--- config.mk ---
export PLATFORM = sky130hd
export DESIGN_NAME = ddrb_ctrl
export DESIGN_NICKNAME = d
export VERILOG_FILES = /design/src/design/ddrb_pkg.sv /design/src/design/ddrb_ctrl.sv
export SDC_FILE = /design/constraint.sdc
export NUM_CORES = 1
export LEC_CHECK = 0
export ABC_CLOCK_PERIOD_IN_PS = 5400
export BUFFER_PORTS_ARGS = -buffer_cell sky130_fd_sc_hd__clkbuf_2
export CAP_MARGIN = 20
export CELL_PAD_IN_SITES_DETAIL_PLACEMENT = 2
export CELL_PAD_IN_SITES_GLOBAL_PLACEMENT = 2
export CORE_ASPECT_RATIO = 1.25
export CORE_MARGIN = 3
export CORE_UTILIZATION = 34
export CTS_BUF_LIST = sky130_fd_sc_hd__clkbuf_16
export CTS_CLUSTER_DIAMETER = 60
export DETAILED_ROUTE_END_ITERATION = 6
export HOLD_SLACK_MARGIN = 0.03
export PLACE_DENSITY_LB_ADDON = 0.05
export SKIP_CTS_REPAIR_TIMING = 1
export SLEW_MARGIN = 20
export SYNTH_ARGS = -nofsm -noshare
export SYNTH_HDL_FRONTEND = slang
export SYNTH_SLANG_ARGS = --single-unit
--- constraint.sdc ---
create_clock -name clk_i -period 5.4 [get_ports clk_i]
set_clock_uncertainty 0.15 [all_clocks]
set_input_delay 0 -clock clk_i [delete_from_list [all_inputs] [get_ports clk_i]]
set_output_delay 0 -clock clk_i [all_outputs]
set_load 0.02 [all_outputs]
--- src/design/ddrb_pkg.sv ---
// Shared types and constants of the disk drive register block.
package ddrb_pkg;

  typedef enum logic [1:0] {
    REQ_READ  = 2'd0,
    REQ_WRITE = 2'd1,
    REQ_TICK  = 2'd2,
    REQ_LOAD  = 2'd3
  } req_type_e;

  typedef enum logic [1:0] {
    CFG_DRIVE_POWER   = 2'd0,
    CFG_DISK_INSERTED = 2'd1,
    CFG_DISK_SIDE     = 2'd2
  } cfg_idx_e;

  localparam logic [15:0] ADDR_LATCH_LO = 16'h4020;
  localparam logic [15:0] ADDR_LATCH_HI = 16'h4021;
  localparam logic [15:0] ADDR_TIMER_GO = 16'h4022;
  localparam logic [15:0] ADDR_WR_DATA  = 16'h4024;
  localparam logic [15:0] ADDR_CONTROL  = 16'h4025;
  localparam logic [15:0] ADDR_STATUS0  = 16'h4030;
  localparam logic [15:0] ADDR_RD_DATA  = 16'h4031;
  localparam logic [15:0] ADDR_STATUS1  = 16'h4032;
  localparam logic [15:0] ADDR_EXT_PORT = 16'h4033;

  localparam logic [15:0] TICK_STEP     = 16'd113;
  localparam logic [7:0]  EXT_POWER_BIT = 8'h80;

  typedef struct packed {
    logic [1:0]  req_type;
    logic [15:0] bus_addr;
    logic [7:0]  bus_data;
    logic [17:0] image_index;
  } item_t;

  typedef struct packed {
    logic [7:0] read_data;
    logic       irq_pulse;
    logic       mirror_horizontal;
    logic       use_store;
  } result_t;

  typedef struct packed {
    logic re;
    logic we;
  } mem_ctl_t;

endpackage

--- src/design/ddrb_ctrl.sv ---
// Controller registers, timer and head logic; one word handled per fire.
module ddrb_ctrl #(
  parameter int SIDE_BYTES = 65500,
  parameter int SIDES      = 4,
  parameter int AW         = 18
) (
  input  logic                clk_i,
  input  logic                rst_ni,
  input  logic                fire_i,
  input  ddrb_pkg::item_t     item_i,
  input  logic                cfg_we_i,
  input  logic [1:0]          cfg_idx_i,
  input  logic [1:0]          cfg_wdata_i,
  output ddrb_pkg::result_t   res_o,
  output ddrb_pkg::mem_ctl_t  mem_ctl_o,
  output logic [AW-1:0]       mem_addr_o,
  output logic [7:0]          mem_wdata_o
);
  import ddrb_pkg::*;

  localparam logic [16:0] SideLimit  = 17'(SIDE_BYTES);
  localparam logic [31:0] StoreBytes = 32'(SIDES * SIDE_BYTES);
  localparam logic [3:0]  SidesW     = 4'(SIDES);

  logic [15:0] head_q, head_d;
  logic [15:0] latch_q, latch_d;
  logic [15:0] count_q, count_d;
  logic        armed_q, armed_d;
  logic        xfer_irq_q, xfer_irq_d;
  logic [7:0]  ctrl_q, ctrl_d;
  logic        stat0_q, stat0_d;
  logic [1:0]  skip_q, skip_d;
  logic        mirror_q, mirror_d;
  logic        power_q, inserted_q;
  logic [1:0]  side_q;

  logic [3:0]    side_sel;
  logic [AW-1:0] side_base;
  logic [15:0]   head_m2;
  logic [15:0]   seek_pos;
  logic          re_c, we_c;
  logic [AW-1:0] addr_c;
  result_t       res_c;

  // side mod SIDES: side <= 3 < 2*SIDES once SIDES >= 2
  always_comb begin
    if (SIDES == 1) begin
      side_sel = '0;
    end else if ({2'b00, side_q} >= SidesW) begin
      side_sel = {2'b00, side_q} - SidesW;
    end else begin
      side_sel = {2'b00, side_q};
    end
  end

  assign side_base = AW'(32'(side_sel) * 32'(SIDE_BYTES));
  assign head_m2   = head_q - 16'd2;

  always_comb begin
    head_d     = head_q;
    latch_d    = latch_q;
    count_d    = count_q;
    armed_d    = armed_q;
    xfer_irq_d = xfer_irq_q;
    ctrl_d     = ctrl_q;
    stat0_d    = stat0_q;
    skip_d     = skip_q;
    mirror_d   = mirror_q;
    re_c       = 1'b0;
    we_c       = 1'b0;
    addr_c     = '0;
    seek_pos   = head_q;
    res_c      = '0;

    case (req_type_e'(item_i.req_type))
      REQ_READ: begin
        case (item_i.bus_addr)
          ADDR_STATUS0: begin
            res_c.read_data = {7'd0, stat0_q};
            stat0_d         = 1'b0;
          end
          ADDR_RD_DATA: begin
            if ({1'b0, head_q} < SideLimit) begin
              re_c            = 1'b1;
              res_c.use_store = 1'b1;
              addr_c          = side_base + AW'(head_q);
            end
            head_d = head_q + 16'd1;
          end
          ADDR_STATUS1: res_c.read_data = {7'd0, ~inserted_q};
          ADDR_EXT_PORT: res_c.read_data = power_q ? EXT_POWER_BIT : 8'd0;
          default: ;
        endcase
      end
      REQ_WRITE: begin
        case (item_i.bus_addr)
          ADDR_LATCH_LO: latch_d = {latch_q[15:8], item_i.bus_data};
          ADDR_LATCH_HI: latch_d = {item_i.bus_data, latch_q[7:0]};
          ADDR_TIMER_GO: begin
            count_d = latch_q;
            armed_d = (item_i.bus_data != 8'd0);
          end
          ADDR_WR_DATA: begin
            if (!ctrl_q[2]) begin
              if (skip_q != 2'd0) begin
                skip_d = skip_q - 2'd1;
              end else if ({1'b0, head_m2} < SideLimit) begin
                we_c   = 1'b1;
                addr_c = side_base + AW'(head_m2);
              end
            end
          end
          ADDR_CONTROL: begin
            xfer_irq_d = item_i.bus_data[7];
            if (item_i.bus_data[1]) begin
              seek_pos = 16'd0;
            end
            if (!item_i.bus_data[2]) begin
              skip_d = 2'd2;
            end
            // falling bit 6 backs the head up after any seek
            if (!item_i.bus_data[6] && ctrl_q[6]) begin
              head_d = seek_pos - 16'd2;
            end else begin
              head_d = seek_pos;
            end
            mirror_d = item_i.bus_data[3];
            ctrl_d   = item_i.bus_data;
          end
          default: ;
        endcase
      end
      REQ_TICK: begin
        res_c.irq_pulse = xfer_irq_q;
        if (armed_q) begin
          if (count_q < TICK_STEP) begin
            armed_d         = 1'b0;
            stat0_d         = 1'b1;
            res_c.irq_pulse = 1'b1;
          end else begin
            count_d = count_q - TICK_STEP;
          end
        end
      end
      REQ_LOAD: begin
        if (32'(item_i.image_index) < StoreBytes) begin
          we_c   = 1'b1;
          addr_c = AW'(item_i.image_index);
        end
      end
      default: ;
    endcase

    res_c.mirror_horizontal = mirror_d;
  end

  assign res_o       = res_c;
  assign mem_ctl_o   = '{re: fire_i && re_c, we: fire_i && we_c};
  assign mem_addr_o  = addr_c;
  assign mem_wdata_o = item_i.bus_data;

  always_ff @(posedge clk_i or negedge rst_ni) begin
    if (!rst_ni) begin
      head_q     <= '0;
      latch_q    <= '0;
      count_q    <= '0;
      armed_q    <= 1'b0;
      xfer_irq_q <= 1'b0;
      ctrl_q     <= '0;
      stat0_q    <= 1'b0;
      skip_q     <= '0;
      mirror_q   <= 1'b0;
    end else if (fire_i) begin
      head_q     <= head_d;
      latch_q    <= latch_d;
      count_q    <= count_d;
      armed_q    <= armed_d;
      xfer_irq_q <= xfer_irq_d;
      ctrl_q     <= ctrl_d;
      stat0_q    <= stat0_d;
      skip_q     <= skip_d;
      mirror_q   <= mirror_d;
    end
  end

  always_ff @(posedge clk_i or negedge rst_ni) begin
    if (!rst_ni) begin
      power_q    <= 1'b1;
      inserted_q <= 1'b0;
      side_q     <= '0;
    end else if (cfg_we_i) begin
      case (cfg_idx_e'(cfg_idx_i))
        CFG_DRIVE_POWER:   power_q    <= cfg_wdata_i[0];
        CFG_DISK_INSERTED: inserted_q <= cfg_wdata_i[0];
        CFG_DISK_SIDE:     side_q     <= cfg_wdata_i;
        default: ;
      endcase
    end
  end

endmodule

==> results of run 1 <==
==> final cells by class <==
cell class	instances	area, um^2
Inverter	27	101
Multi-Input combinational cell	624	4110
Clock inverter	7	68.8
Sequential cell	60	1500
Fill cell	2005	10200
Timing Repair Buffer	108	643
Tap cell	220	275
Clock buffer	9	225
==> worst max-delay path, cell delays in order (launching register included) <==
cell,delay (ns)
dfrtp_1,0.57
inv_1,0.15
ha_1,0.38
inv_1,0.06
ha_1,0.22
fa_1,0.44
a211oi_1,0.36
o21ai_0,0.26
a311o_1,0.45
a21o_1,0.20
a21oi_1,0.23
o21ai_0,0.18
a221o_1,0.37
a22o_1,0.19
clkbuf_2,0.15
==> routing by layer <==
layer	wire [um]	share of wire, %	up-vias
met5	0	0	-
met4	787	3.5	0
met1	8810	39	3133
met2	12700	56	91
met3	386	1.7	35
li1	-	-	2923
==> path summary, 6_finish.rpt <==
check	start	to	slack (ns)	cells after the start
max	head_q[2]	mem_addr_o[16]	0.68	14
min	item_i[43]	stat0_q	0.04	4
max reg2reg	count_q[0]	count_q[7]	1.75	10
min reg2reg	latch_q[2]	latch_q[2]	0.36	1
max in group asynchronous	rst_ni	head_q[8]	4.31	3
min in group asynchronous	rst_ni	skip_q[0]	0.22	3
==> cells by family after synthesis <==
group           count (synthesis)  share of synthesized area [%]
compound gates                253                           26.6
xor+xnor                       34                           5.05
fa+ha+maj                      40                           8.53
buf+inv                        82                           7.54
flops                          60                           24.9
mux                            27                           4.97
other cells                     1                         0.0621
simple gates                  264                           22.3
==> sequential cells by signal, summed over array words and instances (netlist names) <==
| signal | cells |
|---|---|
| count_q | 16 |
| side_q | 2 |
| latch_q | 16 |
| mirror_q | 1 |
| ctrl_q | 2 |
| skip_q | 2 |
| armed_q | 1 |
| stat0_q | 1 |
| xfer_irq_q | 1 |
| power_q | 1 |
| head_q | 16 |
| inserted_q | 1 |
==> per-stage QoR <==
| step | setup WS, ns | total power, W |
|---|---|---|
| 6_report | 0.679 | 0.00163 |
| 5_1_grt | 0.476 | 0.00174 |
| 4_1_cts | 0.740 | 0.00164 |
| 3_5_place_dp | 1.12 | 0.00105 |
| 3_3_place_gp | 1.32 | 0.00102 |
| 2_1_floorplan | 1.58 | 0.000877 |
==> cell usage in the layout, fill, tap and decap left out, types with 5 or more instances in the layout <==
cell,netlist,layout
a211oi_1,6,6
a21o_1,5,5
a21oi_1,64,64
a22oi_1,14,14
a31oi_1,20,20
and3_1,8,8
buf_4,17,7
clkbuf_16,0,9
clkbuf_2,0,84
conb_1,1,6
dfrtp_1,59,59
dlygate4sd3_1,0,17
ha_1,38,38
inv_1,27,28
mux2_2,24,24
nand2_1,68,68
nand2b_1,10,10
nand3_1,16,16
nand4_1,10,10
nor2_1,68,68
nor2b_1,11,11
nor3_1,26,26
nor4_1,10,10
nor4b_1,5,5
o211ai_1,5,5
o21a_1,11,11
o21ai_0,67,67
o21bai_1,5,5
o22ai_1,10,10
o31ai_1,8,8
xnor2_1,18,18
xor2_1,15,15
==> power by group <==
group / internal, W / switching (W) / leakage [nW] / total, W
registers: 0.000486 / 0.0000375 / 0.797 / 0.000523
clock network: 0.000355 / 0.000220 / 0.147 / 0.000575
logic: 0.000209 / 0.000324 / 2.13 / 0.000532
total: 0.00105 / 0.000581 / 3.07 / 0.00163
==> key figures, run 1 <==
Outcome
  – Outcome: finished clean

Finish
  – Total inserted antenna cells: 0
  – Area Overhead vs Synth: 14.7%
  – Fin util: 40.5%
  – Layout cells sized above 1: 18.6%
  – Final non-filler cell total: 1055
  – Final net count: 922
  – Fin area: 6930 um^2

Detailed routing
  – First drt pass iteration count: 4
  – Final WL: 22700 um
  – DR vias/cell: 5.86
  – Drt wl/cell: 21.5 um
  – Vias: 6182
  – Number of DRC markers in iteration 0: 191
  – Remaining antenna violation count after routing: 0
  – Post-route DRC: 0

Place
  – HPWL after detailed placement: 17700 um
  – Dpl cells: 1022
  – Area after DPL: 6450 um^2
  – Gp weighted congestion: 0.841
  – Port Buffers: 84

STA
  – Fin. Hold Viols: 0
  – Final setup fails: 0
  – Final hold slack: 0.0390 ns
  – Final Cycle Share: 87.4%
  – Tmin final: 4.72 ns
  – Final Max Tran Viols: 0
  – RSZ-0062 raised after global routing: no
  – Rel. slew slack: 22.8%
  – Worst-Margin Slew: 1.15 ns
  – Fin Setup TNS: 0 ns
  – Achievable Freq: 0.212 GHz

Global routing
  – Vias in the first global route: 6818
  – Initial antenna violation count: 0
  – GRT met2 Usage: 46.0%
  – GRT overflow: 0
  – Largest net degree at the start of global routing: 61
  – M3 GR Usage: 1.92%
  – GR Layer Usage met1: 24.5%
  – Global-route wire length before repair: 36200 um
  – Grt peak-use layer: met2
  – GRT Total Usage: 23.0%

Yosys
  – Synth Warn #: 0
  – Mapped Area: 6040 um^2
  – Yosys reg bits: 60
  – Leading area contributor after synthesis: dfrtp_1
  – Area contributors post-synth: dfrtp_1 (24%), ha_1 (7.9%), o21ai_0 (5.6%), a21oi_1 (5.3%), mux2_2 (4.5%)
  – Post-synth EDFFs: 0
  – Area share of the largest cell type after synthesis: 24.4%
  – Post-synthesis sequential area ratio: 24.9%
  – Post-synthesis async set-or-reset flop share: 100%
  – Gate Count Post-Synth: 761
  – Prevailing post-synth register cell: dfrtp_1
  – Commonest cells in the netlist: nand2_1 (68), nor2_1 (68), o21ai_0 (67)
  – Avg Inst Size Synth: 7.94 um^2
  – Netlist cell types: 84

Setup path
  – Arrival time worst endpoint: 4.57 ns
  – Crit-path max FO: 12
  – CP Class: reg2out
  – Nature of the critical path startpoint: flop
  – Crit. End Element: output port
  – Critical Path RT: 5.25 ns

Floorplan
  – Starting density of the core: 35.3%
  – Core area: 17100 um^2
  – Number of top-level pins: 91
  – Row cnt: 53
  – Die area: 19400 um^2
  – Die width: 125 um
  – Chip Height: 155 um

Min path
  – HP Class: in2reg

Clocking
  – CTS tree: yes
  – Later-pin clock latency in the skew report: 0.33 ns
  – CTS Buffer Depth: 2
  – Clock Tree Root: clkbuf_16
  – H-tree lvl count: 3
  – Clock sinks: 60
  – CTS buffer count: 9
  – CTS clk-pin slew, worst paths: 0.06 ns

Pwr
  – Power Density: 235 nW/um^2
  – Max VDD drop: 0.204 mV
  – Pleak: 3.07 nW

Run
  – Max-cap violation count: 0
(Power assumes the default switching activity.)
==> inputs of run 2 (changes only) <==
--- a/config.mk
+++ b/config.mk
@@ -5,7 +5,7 @@
 export SDC_FILE = /design/constraint.sdc
 export NUM_CORES = 1
 export LEC_CHECK = 0
-export ABC_CLOCK_PERIOD_IN_PS = 5400
+export ABC_CLOCK_PERIOD_IN_PS = 4900
 export BUFFER_PORTS_ARGS = -buffer_cell sky130_fd_sc_hd__clkbuf_2
 export CAP_MARGIN = 20
 export CELL_PAD_IN_SITES_DETAIL_PLACEMENT = 2
==> constraint.sdc (replaced) <==
create_clock -name clk_i -period 4.9 [get_ports clk_i]
set_clock_uncertainty 0.15 [all_clocks]
set_input_delay 0 -clock clk_i [delete_from_list [all_inputs] [get_ports clk_i]]
set_output_delay 0 -clock clk_i [all_outputs]
set_load 0.02 [all_outputs]
==> key figures, run 2 (same netlist as run 1, synthesis figures left out) <==
Pwr
  – Power Density: 257 nW/um^2
  – Max VDD drop: 0.196 mV
  – Pleak: 3.10 nW

Global routing
  – Largest net degree at the start of global routing: 46
  – Global-route wire length before repair: 36300 um
  – Initial antenna violation count: 0
  – Vias in the first global route: 6727
  – GRT overflow: 0
  – GRT Total Usage: 23.0%

Floorplan
  – Number of top-level pins: 91
  – Row cnt: 53
  – Die area: 19400 um^2
  – Core area: 17100 um^2
  – Chip Height: 155 um
  – Starting density of the core: 35.3%
  – Die width: 125 um

Detailed routing
  – Final WL: 22900 um
  – Post-route DRC: 0
  – First drt pass iteration count: 4
  – Drt wl/cell: 21.5 um
  – Vias: 6176
  – Remaining antenna violation count after routing: 0
  – DR vias/cell: 5.82
  – Number of DRC markers in iteration 0: 277

STA
  – Worst-Margin Slew: 0.950 ns
  – Final Cycle Share: 92.8%
  – Rel. slew slack: 36.6%
  – Fin Setup TNS: 0 ns
  – Final Max Tran Viols: 0
  – Setup slack after layout: 0.354 ns
  – Achievable Freq: 0.220 GHz
  – Fin. Hold Viols: 0
  – Final setup fails: 0
  – RSZ-0062 raised after global routing: no
  – Tmin final: 4.55 ns

Setup path
  – Crit-path max FO: 10
  – Arrival time worst endpoint: 4.40 ns
  – CP peak stage delay: 0.52 ns
  – CP Buf/Inv Count: 3
  – Reg-to-Reg End: count_q[7]
  – Top delay family on crit path: compound AO/OA/AOI/OAI gates
  – FF-to-FF Start: count_q[0]
  – Critical Path RT: 4.75 ns
  – Nature of the critical path startpoint: flop
  – Setup crit end: mem_addr_o[16]
  – Worst Setup SP: head_q[1]
  – Reg2Reg Setup Slack: 1.21 ns
  – CP Class: reg2out
  – Reg2reg path depth: 10
  – Crit-path slowest cell: dfrtp_1
  – CP Cell Sequence: inv_1, ha_1, inv_1, ha_1, fa_1, a211oi_1, o21ai_0, a311o_1, a21o_1, a21oi_1, o21ai_0, a221o_1, a22o_1, clkbuf_2
  – Crit. End Element: output port
  – Critical Path Stages: 14

Finish
  – Fin util: 40.7%
  – Commonest cells after routing, fill and taps aside: clkbuf_2 (84), nand2_1 (68), nor2_1 (67), o21ai_0 (67), a21oi_1 (64)
  – Total inserted antenna cells: 0
  – Most common cell after layout, fill and taps aside: clkbuf_2
  – Layout cells sized above 1: 19.0%
  – Largest registers: count_q x16, head_q x16, latch_q x16
  – FF+latch area: 1500 um^2
  – # fillers: 2031
  – Final net count: 928
  – Multi-input logic area: 4100 um^2
  – Area Overhead vs Synth: 15.2%

Clocking
  – CTS clk-pin slew, worst paths: 0.05 ns
  – CTS tree: yes
  – CTS Buffer Depth: 2
  – Later-pin clock latency in the skew report: 0.33 ns
  – CTS buffer count: 9
  – H-tree lvl count: 3
  – Clock sinks: 60
  – Clock Tree Root: clkbuf_16

Min path
  – Hold path depth: 4
  – HP Class: in2reg

Place
  – Post-Place Worst Slack: 0.644 ns
  – Port Buffers: 84
  – HPWL after detailed placement: 17900 um
  – Gp weighted congestion: 0.867

Run
  – Max-cap violation count: 0

Outcome
  – Outcome: finished clean
[run 2: cell types whose count changed in the layout (fill, tap and decap cells not counted)]
cell and change:
nor2_2 +1, dlygate4sd3_1 +1, dfrtp_2 +1, buf_4 +5
clkinv_4 -2, o311ai_4 -1, dfrtp_1 -1, o311ai_2 +1
nor2_1 -1, clkinv_1 +2
[run 2: worst min-delay path by stage]
| stage | from | endpoint | slack, ns |
|---|---|---|---|
| floorplan | rst_ni | armed_q | -0.45 |
| global placement | rst_ni | skip_q[1] | -0.18 |
| detailed placement | rst_ni | count_q[0] | -0.19 |
| CTS | rst_ni | count_q[0] | -0.55 |
| global route | rst_ni | power_q | 0.06 |
| finish | item_i[26] | skip_q[0] | 0.03 |
[run 2: through the flow]
stage / cell area [um^2] / hold slack (ns) / power, W / instances
4_1_cts: 6780 / -0.555 / 0.00179 / 1043
6_report: 6960 / 0.0321 / 0.00179 / 1061
5_1_grt: 6960 / 0.0589 / 0.00190 / 1061
3_3_place_gp: 6480 / -0.183 / 0.00113 / 1026
2_1_floorplan: 6060 / -0.446 / 0.000967 / 766
3_5_place_dp: 6490 / -0.194 / 0.00116 / 1027
[run 2: per-layer routing]
metal / routed length, um / share of wire [%] / vias up / track usage, %
met5: 0 / 0 / - / 0
met4: 622 / 2.7 / 0 / 7.75
met3: 479 / 2.1 / 34 / 2.75
met2: 12600 / 55 / 83 / 44.6
met1: 9130 / 40 / 3110 / 25.9
li1: - / - / 2949 / -
[run 2: tightest hold or removal path, stage by stage]
cell and delay (ns):
clkbuf_2 0.21, nor4_1 0.11, nand2_1 0.06, o21ai_0 0.07
[run 2: area by class of cell]
class	count	share of cell area (%)
Clock buffer	9	3.24
Tap cell	220	3.96
Timing Repair Buffer	114	9.92
Inverter	27	1.46
Clock inverter	7	0.845
Sequential cell	60	21.6
Multi-Input combinational cell	624	59.0
[run 2: power breakdown]
part	leakage [nW]	switching [W]	internal, W	total [W]
Combinational	2.16	0.000357	0.000233	0.000589
Sequential	0.797	0.0000421	0.000535	0.000577
Clock	0.141	0.000234	0.000386	0.000620
==> inputs of run 3 (changes only) <==
--- a/config.mk
+++ b/config.mk
@@ -6,16 +6,16 @@
 export NUM_CORES = 1
 export LEC_CHECK = 0
 export ABC_CLOCK_PERIOD_IN_PS = 4900
-export BUFFER_PORTS_ARGS = -buffer_cell sky130_fd_sc_hd__clkbuf_2
 export CAP_MARGIN = 20
 export CELL_PAD_IN_SITES_DETAIL_PLACEMENT = 2
 export CELL_PAD_IN_SITES_GLOBAL_PLACEMENT = 2
 export CORE_ASPECT_RATIO = 1.25
 export CORE_MARGIN = 3
-export CORE_UTILIZATION = 34
+export CORE_UTILIZATION = 38
 export CTS_BUF_LIST = sky130_fd_sc_hd__clkbuf_16
 export CTS_CLUSTER_DIAMETER = 60
 export DETAILED_ROUTE_END_ITERATION = 6
+export DONT_BUFFER_PORTS = 1
 export HOLD_SLACK_MARGIN = 0.03
 export PLACE_DENSITY_LB_ADDON = 0.05
 export SKIP_CTS_REPAIR_TIMING = 1
==> key figures, run 3 (same netlist as run 1, synthesis figures left out) <==
Finish
  – Area Overhead vs Synth: 10.2%
  – # fillers: 1778
  – Fin util: 43.6%
  – Largest registers: count_q x16, head_q x16, latch_q x16
  – Final net count: 855
  – Layout cells sized above 1: 9.64%
  – Multi-input logic area: 4110 um^2
  – Fin area: 6660 um^2
  – Commonest cells after routing, fill and taps aside: nor2_1 (68), nand2_1 (68), o21ai_0 (67)
  – Total inserted antenna cells: 0
  – FF+latch area: 1500 um^2

Floorplan
  – Die area: 17500 um^2
  – Die width: 119 um
  – Chip Height: 147 um
  – Starting density of the core: 39.6%
  – Core area: 15300 um^2
  – Row cnt: 50
  – Number of top-level pins: 91

Clocking
  – H-tree lvl count: 3
  – CTS tree: yes
  – Clock Tree Root: clkbuf_16
  – CTS buffer count: 9
  – Clock sinks: 60
  – Later-pin clock latency in the skew report: 0.33 ns
  – CTS clk-pin slew, worst paths: 0.06 ns
  – CTS Buffer Depth: 2

Detailed routing
  – DR vias/cell: 6.14
  – Remaining antenna violation count after routing: 0
  – First drt pass iteration count: 4
  – Number of DRC markers in iteration 0: 272
  – Drt wl/cell: 24.1 um
  – Final WL: 23500 um
  – Vias: 5990
  – Post-route DRC: 0

Setup path
  – Crit. End Element: output port
  – CP Class: reg2out
  – Critical Path RT: 4.75 ns
  – Reg2Reg Setup Slack: 1.35 ns
  – Setup crit end: mem_addr_o[16]
  – Reg-to-Reg End: count_q[6]
  – Worst Setup SP: head_q[2]
  – Arrival time worst endpoint: 4.40 ns
  – Crit-path max FO: 12
  – Reg2reg path depth: 10
  – Nature of the critical path startpoint: flop
  – FF-to-FF Start: count_q[0]

Global routing
  – GRT overflow: 0
  – Vias in the first global route: 6539
  – Initial antenna violation count: 0
  – Global-route wire length before repair: 34900 um
  – GRT Total Usage: 24.6%
  – Largest net degree at the start of global routing: 61

Pwr
  – Max VDD drop: 0.177 mV
  – Clk pwr share: 35.1%
  – Sequential power share: 32.5%
  – Internal: 0.00114 W
  – Pleak: 2.80 nW
  – Logic pwr share: 32.4%
  – Power Density: 267 nW/um^2
  – P_sw: 0.000635 W
  – Sw frac: 35.7%

Place
  – Area after DPL: 6040 um^2
  – Port Buffers: 0
  – HPWL after detailed placement: 16800 um
  – Post-Place Worst Slack: 0.758 ns
  – Gp weighted congestion: 0.874

STA
  – Final Cycle Share: 92.9%
  – RSZ-0062 raised after global routing: no
  – Worst-Margin Slew: 1.09 ns
  – Final Max Tran Viols: 0
  – Final hold slack: -0.0566 ns
  – Final setup fails: 0
  – Fin Setup TNS: 0 ns
  – Tmin final: 4.55 ns
  – Fin. Hold Viols: 5
  – Rel. slew slack: 26.4%
  – Setup slack after layout: 0.349 ns
  – Achievable Freq: 0.220 GHz

Run
  – Max-cap violation count: 0

Min path
  – Hold_sp: item_i[19]
  – HP Class: in2reg

Outcome
  – Failing checks: hold timing
  – Outcome: complete, but fails checks
==> run 3: final cells by class <==
type | instances | area share (%)
repair buffers | 41 | 6.05
multi-input cells | 624 | 61.7
flip-flops and latches | 60 | 22.6
inverters | 27 | 1.52
clock inverters | 7 | 0.883
clock buffers | 9 | 3.38
well taps | 208 | 3.91
==> run 3: power by group through the flow <==
| stage | Clock (W) | Combinational (W) | Sequential (W) |
|---|---|---|---|
| after CTS | 0.000631 | 0.000519 | 0.000574 |
| after global routing | 0.000656 | 0.000640 | 0.000583 |
| after floorplan | 0 | 0.000397 | 0.000570 |
| final | 0.000625 | 0.000577 | 0.000578 |
| after detailed placement | 0 | 0.000512 | 0.000582 |
| after global placement | 0 | 0.000485 | 0.000579 |
==> run 3: routing by layer <==
metal,part of all wire (%),wire (um),vias to the layer above,global-route usage (%)
li1,-,-,2781,-
met1,38,9020,3036,26.4
met2,56,13100,124,48.0
met3,2.7,644,49,3.35
met4,3.2,745,0,9.45
met5,0,0,-,0
==> run 3: worst max-delay path, cell delays in order (launching register included) <==
cell,delay [ns]
dfrtp_1,0.58
inv_1,0.16
ha_1,0.38
inv_1,0.06
ha_1,0.23
fa_1,0.44
a211oi_1,0.33
o21ai_0,0.23
a311o_1,0.43
a21o_1,0.19
a21oi_1,0.21
o21ai_0,0.16
a221o_1,0.37
a22o_1,0.29
==> run 3: through the flow <==
step	instances	power, W
after floorplan	766	0.000967
after global placement	928	0.00106
after detailed placement	928	0.00109
after CTS	944	0.00172
after global routing	976	0.00188
final	976	0.00178
==> run 3: worst min path at each step <==
stage / endpoint / cells past startpoint
2_1_floorplan: armed_q / 0
3_3_place_gp: skip_q[1] / 0
3_5_place_dp: skip_q[1] / 0
4_1_cts: skip_q[1] / 0
5_1_grt: head_q[3] / 3
6_report: head_q[8] / 4
